[config.mk]
export PLATFORM = sky130hd
export DESIGN_NAME = wildcard_glob_matcher_core
export DESIGN_NICKNAME = d
export VERILOG_FILES = /design/src/design/wgm_pkg.sv /design/src/design/wgm_cell.sv /design/src/design/wgm_ctrl.sv /design/src/design/wildcard_glob_matcher_core.sv
export SDC_FILE = /design/constraint.sdc
export NUM_CORES = 1
export LEC_CHECK = 0
export ABC_AREA = 1
export BUFFER_PORTS_ARGS = -buffer_cell sky130_fd_sc_hd__buf_4
export CAP_MARGIN = 0
export CORE_MARGIN = 8
export CORE_UTILIZATION = 24
export DETAILED_ROUTE_END_ITERATION = 7
export GPL_TIMING_DRIVEN = 0
export PLACE_DENSITY_LB_ADDON = 0.3
export SKIP_LAST_GASP = 1
export SLEW_MARGIN = 20
export SYNTH_ARGS = -nofsm -noshare
export SYNTH_HDL_FRONTEND = slang
export SYNTH_SLANG_ARGS = --single-unit
export TNS_END_PERCENT = 20
[constraint.sdc]
create_clock -name clk_i -period 3.4 [get_ports clk_i]
set_input_delay 0.51 -clock clk_i [delete_from_list [all_inputs] [get_ports clk_i]]
set_output_delay 0.51 -clock clk_i [all_outputs]
set_load 0.02 [all_outputs]
[src/design/wgm_pkg.sv]
// Shared types and constants for the wildcard glob matcher.
// Used by wgm_ctrl, wgm_cell and wildcard_glob_matcher_core; no dependencies.
`default_nettype none
package wgm_pkg;

  // transaction opcodes
  localparam logic [1:0] OP_APPEND = 2'd0;
  localparam logic [1:0] OP_FEED   = 2'd1;
  localparam logic [1:0] OP_CLEAR  = 2'd2;

  // pattern wildcards
  localparam logic [7:0] SYM_ONE = 8'd63;  // '?'
  localparam logic [7:0] SYM_ANY = 8'd42;  // '*'

  // token handed from one cell to the next during a sweep
  typedef struct packed {
    logic tok;    // this cell updates now
    logic carry;  // new match bit of the left neighbor
    logic prev;   // old match bit of the left neighbor
  } link_t;

  // broadcast from the controller to every cell
  typedef struct packed {
    logic       restart;  // sweep rebuilds the star prefix
    logic [7:0] text;     // text symbol of the current sweep
    logic       wr_en;    // pattern append this cycle
    logic [7:0] wr_sym;   // symbol being appended
  } ctl_t;

endpackage
`default_nettype wire

[src/design/wgm_cell.sv]
// One pattern position: stored symbol and its prefix match bit.
// Depends on wgm_pkg; instantiated in a row by wildcard_glob_matcher_core.
`default_nettype none
module wgm_cell import wgm_pkg::*; #(
  parameter int PATTERN_MAX = 64,
  parameter int IDX         = 1
) (
  input  wire logic                               clk_i,
  input  wire logic                               rst_ni,
  input  wire ctl_t                               ctl_i,
  input  wire logic [$clog2(PATTERN_MAX+1)-1:0]   len_i,
  input  wire link_t                              link_i,
  output link_t                                   link_o,
  output logic                                    bit_o
);

  localparam int LW = $clog2(PATTERN_MAX + 1);
  localparam logic [LW-1:0] IDX_L = LW'(IDX);
  localparam logic [LW-1:0] WR_AT = LW'(IDX - 1);

  logic [7:0] sym_q;
  logic       bit_q, bit_d;
  link_t      link_q;
  logic       is_star, is_one;

  // pattern symbol capture on append at this position
  always_ff @(posedge clk_i) begin
    if (ctl_i.wr_en && (len_i == WR_AT)) begin
      sym_q <= ctl_i.wr_sym;
    end
  end

  // next match bit for this prefix
  always_comb begin
    is_star = (sym_q == SYM_ANY);
    is_one  = (sym_q == SYM_ONE);
    if (ctl_i.restart) begin
      bit_d = link_i.carry & is_star;
    end else if (is_star) begin
      bit_d = bit_q | link_i.carry;
    end else if (is_one || (sym_q == ctl_i.text)) begin
      bit_d = link_i.prev;
    end else begin
      bit_d = 1'b0;
    end
  end

  // update on token, hand token on while inside the pattern
  always_ff @(posedge clk_i or negedge rst_ni) begin
    if (!rst_ni) begin
      bit_q  <= 1'b0;
      link_q <= '0;
    end else begin
      if (link_i.tok) begin
        bit_q <= bit_d;
      end
      link_q.tok   <= link_i.tok & (IDX_L < len_i);
      link_q.carry <= bit_d;
      link_q.prev  <= bit_q;
    end
  end

  assign link_o = link_q;
  assign bit_o  = bit_q;

endmodule
`default_nettype wire

[src/design/wgm_ctrl.sv]
// Sequencer: input/output handshake, pattern length, empty-prefix bit, sweep count.
// Depends on wgm_pkg; drives the cell row in wildcard_glob_matcher_core.
`default_nettype none
module wgm_ctrl import wgm_pkg::*; #(
  parameter int PATTERN_MAX = 64
) (
  input  wire logic                               clk_i,
  input  wire logic                               rst_ni,
  input  wire logic                               in_valid_i,
  output logic                                    in_ready_o,
  input  wire logic [1:0]                         op_i,
  input  wire logic [7:0]                         symbol_i,
  output logic                                    out_valid_o,
  input  wire logic                               out_ready_i,
  output logic                                    matched_o,
  output logic                                    pattern_overflow_o,
  input  wire logic [PATTERN_MAX:1]               row_i,
  output logic [$clog2(PATTERN_MAX+1)-1:0]        len_o,
  output ctl_t                                    ctl_o,
  output link_t                                   link_o
);

  localparam int LW = $clog2(PATTERN_MAX + 1);
  localparam logic [LW-1:0] LEN_FULL = LW'(PATTERN_MAX);

  localparam logic ST_IDLE  = 1'b0;
  localparam logic ST_SWEEP = 1'b1;

  logic          state_q, state_d;
  logic [LW-1:0] len_q, len_d;
  logic [LW-1:0] cnt_q, cnt_d;
  logic          zero_q, zero_d;
  logic          restart_q, restart_d;
  logic [7:0]    text_q;
  logic          ovf_q, ovf_d;
  logic          launch;
  link_t         link_q, link_d;
  logic          out_valid_q, out_valid_d;
  logic          matched_q, matched_d;
  logic          oflow_q, oflow_d;
  logic          accept, full, done;
  logic [PATTERN_MAX:0] row;

  assign in_ready_o = (state_q == ST_IDLE);
  assign accept     = in_valid_i & in_ready_o;
  assign full       = (len_q == LEN_FULL);
  assign row        = {row_i, zero_q};
  assign done       = (state_q == ST_SWEEP) && (cnt_q == len_q) &&
                      (!out_valid_q || out_ready_i);

  // decode the incoming transaction
  always_comb begin
    len_d     = len_q;
    zero_d    = zero_q;
    restart_d = restart_q;
    ovf_d     = ovf_q;
    launch    = 1'b0;
    if (accept) begin
      ovf_d = 1'b0;
      case (op_i)
        OP_APPEND: begin
          if (full) begin
            ovf_d = 1'b1;
          end else begin
            len_d = len_q + LW'(1);
          end
          zero_d    = 1'b1;
          restart_d = 1'b1;
          launch    = 1'b1;
        end
        OP_FEED: begin
          zero_d    = 1'b0;
          restart_d = 1'b0;
          launch    = 1'b1;
        end
        OP_CLEAR: begin
          len_d     = '0;
          zero_d    = 1'b1;
          restart_d = 1'b1;
          launch    = 1'b1;
        end
        default: begin
          launch = 1'b0;
        end
      endcase
    end
  end

  // first link of the chain and sweep sequencing
  always_comb begin
    link_d.tok   = launch & (len_d != '0);
    link_d.carry = zero_d;
    link_d.prev  = zero_q;
    state_d      = state_q;
    cnt_d        = cnt_q;
    if (accept) begin
      state_d = ST_SWEEP;
      cnt_d   = '0;
    end else if (done) begin
      state_d = ST_IDLE;
    end else if ((state_q == ST_SWEEP) && (cnt_q != len_q)) begin
      cnt_d = cnt_q + LW'(1);
    end
  end

  // output register
  always_comb begin
    out_valid_d = out_valid_q;
    matched_d   = matched_q;
    oflow_d     = oflow_q;
    if (out_valid_q && out_ready_i) begin
      out_valid_d = 1'b0;
    end
    if (done) begin
      out_valid_d = 1'b1;
      matched_d   = row[len_q];
      oflow_d     = ovf_q;
    end
  end

  always_ff @(posedge clk_i or negedge rst_ni) begin
    if (!rst_ni) begin
      state_q     <= ST_IDLE;
      len_q       <= '0;
      cnt_q       <= '0;
      zero_q      <= 1'b1;
      restart_q   <= 1'b1;
      ovf_q       <= 1'b0;
      link_q      <= '0;
      out_valid_q <= 1'b0;
    end else begin
      state_q     <= state_d;
      len_q       <= len_d;
      cnt_q       <= cnt_d;
      zero_q      <= zero_d;
      restart_q   <= restart_d;
      ovf_q       <= ovf_d;
      link_q      <= link_d;
      out_valid_q <= out_valid_d;
    end
  end

  // payload registers
  always_ff @(posedge clk_i) begin
    if (accept) begin
      text_q <= symbol_i;
    end
    matched_q <= matched_d;
    oflow_q   <= oflow_d;
  end

  assign ctl_o.restart      = restart_q;
  assign ctl_o.text         = text_q;
  assign ctl_o.wr_en        = accept && (op_i == OP_APPEND) && !full;
  assign ctl_o.wr_sym       = symbol_i;
  assign len_o              = len_q;
  assign link_o             = link_q;
  assign out_valid_o        = out_valid_q;
  assign matched_o          = matched_q;
  assign pattern_overflow_o = oflow_q;

endmodule
`default_nettype wire

[src/design/wildcard_glob_matcher_core.sv]
// Top level of the wildcard glob matcher: sequencer plus a row of pattern cells.
// Depends on wgm_pkg, wgm_ctrl and wgm_cell.
//
//   channel | direction | handshake             | payload
//   --------+-----------+-----------------------+---------------------------------
//   in      | input     | in_valid_i/in_ready_o | op_i, symbol_i
//   out     | output    | out_valid_o/out_ready_i | matched_o, pattern_overflow_o
//
// One transaction at a time: a token walks the cell row one cell per cycle up
// to the pattern length L after the item is accepted. The result is presented
// when the sweep ends, and the next item is accepted only after that, once the
// sequencer is back in idle. After reset the pattern is empty and the text
// restarted. A result held by a stalled output does not block the next accept;
// the next result waits in the sweep until the output register frees.
`default_nettype none
module wildcard_glob_matcher_core import wgm_pkg::*; #(
  parameter int PATTERN_MAX = 64
) (
  input  wire logic       clk_i,
  input  wire logic       rst_ni,
  input  wire logic       in_valid_i,
  output logic            in_ready_o,
  input  wire logic [1:0] op_i,
  input  wire logic [7:0] symbol_i,
  output logic            out_valid_o,
  input  wire logic       out_ready_i,
  output logic            matched_o,
  output logic            pattern_overflow_o
);

  localparam int LW = $clog2(PATTERN_MAX + 1);

  ctl_t                 ctl;
  logic [LW-1:0]        len;
  link_t                links [0:PATTERN_MAX];
  logic [PATTERN_MAX:1] row;

  // sequencer and empty-prefix bit
  wgm_ctrl #(
    .PATTERN_MAX(PATTERN_MAX)
  ) u_ctrl (
    .clk_i              (clk_i),
    .rst_ni             (rst_ni),
    .in_valid_i         (in_valid_i),
    .in_ready_o         (in_ready_o),
    .op_i               (op_i),
    .symbol_i           (symbol_i),
    .out_valid_o        (out_valid_o),
    .out_ready_i        (out_ready_i),
    .matched_o          (matched_o),
    .pattern_overflow_o (pattern_overflow_o),
    .row_i              (row),
    .len_o              (len),
    .ctl_o              (ctl),
    .link_o             (links[0])
  );

  // row of pattern cells, one per pattern position
  for (genvar g = 1; g <= PATTERN_MAX; g++) begin : g_cell
    wgm_cell #(
      .PATTERN_MAX(PATTERN_MAX),
      .IDX        (g)
    ) u_cell (
      .clk_i  (clk_i),
      .rst_ni (rst_ni),
      .ctl_i  (ctl),
      .len_i  (len),
      .link_i (links[g-1]),
      .link_o (links[g]),
      .bit_o  (row[g])
    );
  end

endmodule
`default_nettype wire

==> reports/metrics.cfg <==
[setup_path]
worstPathRequired_ns = 3.68
path_cells = nor2_4 -> nand2_2 -> nor2_4 -> nand2_2 -> inv_2 -> nand3_1 -> nor2_2
cpLargestDelayFamily = simple AND/OR/NAND/NOR gates
path_buf_inv = 1
path_class = reg2reg
cp.arrival_ns = 3.71
cp_slowest_stage_delay_ns = 0.67
crit_fanout = 11
slowest_stage = nor2_2
cp-end-kind = flop
start_kind = flop

[floorplan]
rows = 148
core_um2 = 162000
die_w_um = 419
start_util_pct = 24.1
die_area_um2 = 176000
die_y_um = 419
boundaryPins = 18

[power_and_ir_drop]
seqPwrFrac_pct = 42.2
power_leakage_nw = 18.9
peakVddDrop_mv = 0.304
switching_share_pct = 31.2
switchingPower_mw = 7.86
finalPower_mw = 25.2
power.internal_mw = 17.4
clockPowerShare_pct = 38.7
pwr-share-comb_pct = 19.1
powerDensity_nw_per_um2 = 558

[grt]
grt_overflow_total = 0
grt_pass1_wl_mm = 206
grt_pass1_vias = 28800
antenna_found_initial = 9
grt_usage_pct = 16.1
grt_max_degree = 93

[min_path]
hold_class = in2reg

[timing]
grt_setup_unrepaired = yes
worstMarginPinSlew_ns = 1.25
fin_worst_hold_slack_ns = 0.0805
fmaxAchievable_mhz = 292
slew_headroom_pct = 16.5
period_share_pct = 101
setup_viol = 16
setup_tns_ns = -0.341
finalMaxSlewViolations = 0
timing.final.ws_setup_ns = -0.0300
hold_violations = 0
finalCriticalPeriod_ns = 3.43
finalClockSkew_ns = 0.0249

[yosys]
syn_avg_cell_area_um2 = 9.09
synth_area_leader_cell = edfxtp_1
syn_inst = 4295
async_flop_share_pct = 34.5
yosysSeqAreaShare_pct = 57.8
ys_ff_latch = 797
synth.most_common_cell = nand2_1
synth_area_um2 = 39100
syn_nets = 4314
synth_cell_types = 42
yosys_most_used_dff = edfxtp_1
synth_edf_count = 522
synth_area_leaders = edfxtp_1, dfrtp_1, nand2_1
netlist.area_leader.share_pct = 40.1
yosysWarnings = 0
yosys-top-cells-count = nand2_1, edfxtp_1, inv_1

[detailed_routing]
viasPerCell = 4.60
drt_iter0_markers = 3278
route.vias.total = 30700
wl_per_cell_um = 21.9
dr.pass1.iters = 6
drc_errors = 0
routed_wl_mm = 146
antenna_left = 0

[clock_tree]
h-tree-depth = 3
path_clk_slew_ns = 0.06
ctsRootBufferMaster = clkbuf_16
cts_sinks = 797
cts_buffers = 90
cts_tree = yes
ctsLongestPathBuffers = 3
clkLatencyLatePin_ns = 0.66

[status]
violations = negative setup slack
outcome = complete, but fails checks

[placement]
io_buffers = 17
hpwlAfterDp_mm = 99.3
gp_congestion = 0.957
post-place-ws_ns = -0.457

[finish]
area_growth_pct = 15.7
final_nets = 4434
drive_above_1_share_pct = 9.27

[job]
maxCapViolations = 0

metal layers:
| layer | vias to the layer above | routed length, um | part of all wire (%) | GRT usage, % |
|---|---|---|---|---|
| li1 | 14200 | - | - | - |
| met1 | 15000 | 62000 | 42 | 21.4 |
| met2 | 1265 | 65100 | 45 | 25.8 |
| met3 | 296 | 11100 | 7.6 | 2.49 |
| met4 | 2 | 7910 | 5.4 | 7.67 |
| met5 | - | 20 | 0.014 | 0 |
power groups by stage:
stage	Sequential (mW)	Combinational [mW]	Clock [mW]
finish	10.7	4.82	9.77
global route	10.7	5.01	10.3
CTS	10.6	4.73	9.90
detailed placement	10.8	4.70	0
global placement	10.8	4.64	0
floorplan	10.8	2.47	0
sequential cells by signal, indices dropped and copies added (netlist names):
register / cells
u_ctrl.cnt_q: 7
u_ctrl.pattern_overflow_o: 1
u_ctrl.out_valid_o: 1
u_ctrl.ovf_q: 1
u_ctrl.zero_q: 1
u_ctrl.state_q: 1
u_ctrl.matched_o: 1
g_cell.u_cell.bit_o: 64
u_ctrl.restart_q: 1
g_cell.u_cell.sym_q: 512
g_cell.u_cell.link_o: 189
u_ctrl.len_o: 7
u_ctrl.link_o: 3
u_ctrl.text_q: 8
logic make-up (layout without fill, tap and decap cells):
logic type | after synthesis | in the layout | synth area share (%)
and+or+nand+nor | 2448 | 2448 | 27.2
adders and majority gates | 5 | 5 | 0.160
buffers and inverters | 640 | 834 | 6.73
xor gates and xnor gates | 242 | 242 | 5.43
DFF | 797 | 797 | 57.8
other | 0 | 3 | 0
AOI/OAI and AO/OA | 163 | 163 | 2.69
final cells by class:
| type | instances | area [um^2] |
|---|---|---|
| clock buffer | 132 | 2670 |
| sequential | 797 | 22600 |
| buffer | 117 | 682 |
| antenna | 3 | 7.51 |
| clock inverter | 34 | 269 |
| tap | 2175 | 2720 |
| fill | 17100 | 117000 |
| multi-input combinational | 2858 | 14000 |
| inverter | 523 | 1960 |
| timing repair buffer | 28 | 325 |
final timing paths:
path / slack (ns) / depth (start not counted) / from / endpoint
max: -0.03 / 7 / u_ctrl.state_q / g_cell[21].u_cell.sym_q[0]
min: 0.08 / 3 / in_valid_i / u_ctrl.state_q
max reg2reg: -0.03 / 7 / u_ctrl.state_q / g_cell[21].u_cell.sym_q[0]
min reg2reg: 0.39 / 0 / g_cell[15].u_cell.bit_o / g_cell[15].u_cell.link_o[0]
max in group asynchronous: 1.79 / 4 / rst_ni / g_cell[21].u_cell.link_o[1]
min in group asynchronous: 0.36 / 2 / rst_ni / u_ctrl.out_valid_o
layout by cell type, fill, tap and decap left out, types with 5 or more instances in the layout:
cell type / n
nor4_1: 20
nor3_2: 12
clkbuf_1: 47
buf_2: 44
buf_4: 43
or2_0: 8
nand2_1: 1316
nand2_2: 7
or2_2: 86
dfrtp_1: 273
o21ai_1: 7
or2_1: 19
nand4_1: 162
clkbuf_2: 12
o211ai_1: 6
a211oi_1: 22
clkinv_2: 18
nor2_1: 382
edfxtp_1: 522
a21o_1: 15
and3_1: 15
inv_1: 500
o21bai_1: 45
clkbuf_16: 97
o21ai_0: 23
nor2_4: 10
and2_1: 41
xor2_1: 5
inv_2: 22
buf_6: 15
ha_1: 5
nand3_1: 164
clkinv_1: 10
clkbuf_8: 11
a21oi_1: 37
nor2_2: 20
nor3_1: 178
xnor2_1: 237
through the flow:
| step | utilization [%] | instances | instance area (um^2) |
|---|---|---|---|
| after global routing | 27.9 | 6665 | 45200 |
| after global placement | 25.8 | 6487 | 41900 |
| after floorplan | - | 4295 | 39100 |
| after CTS | 27.8 | 6664 | 45200 |
| final | 27.9 | 6667 | 45200 |
| after detailed placement | 26.0 | 6496 | 42200 |
what timing repair did:
action | in CTS | in global routing
setup buffers | 0 | 0
hold endpoints to repair | 54 | 0
cloned | 0 | 0
setup endpoints to repair | 173 | 32
hold buffers | 2 | 0
gates resized for setup | 15 | 1
worst min-delay path: stages:
cell and delay, ns:
buf_4 0.08, o21ai_0 0.06, inv_1 0.05
Note: power is estimated with default switching activity, not from simulation.
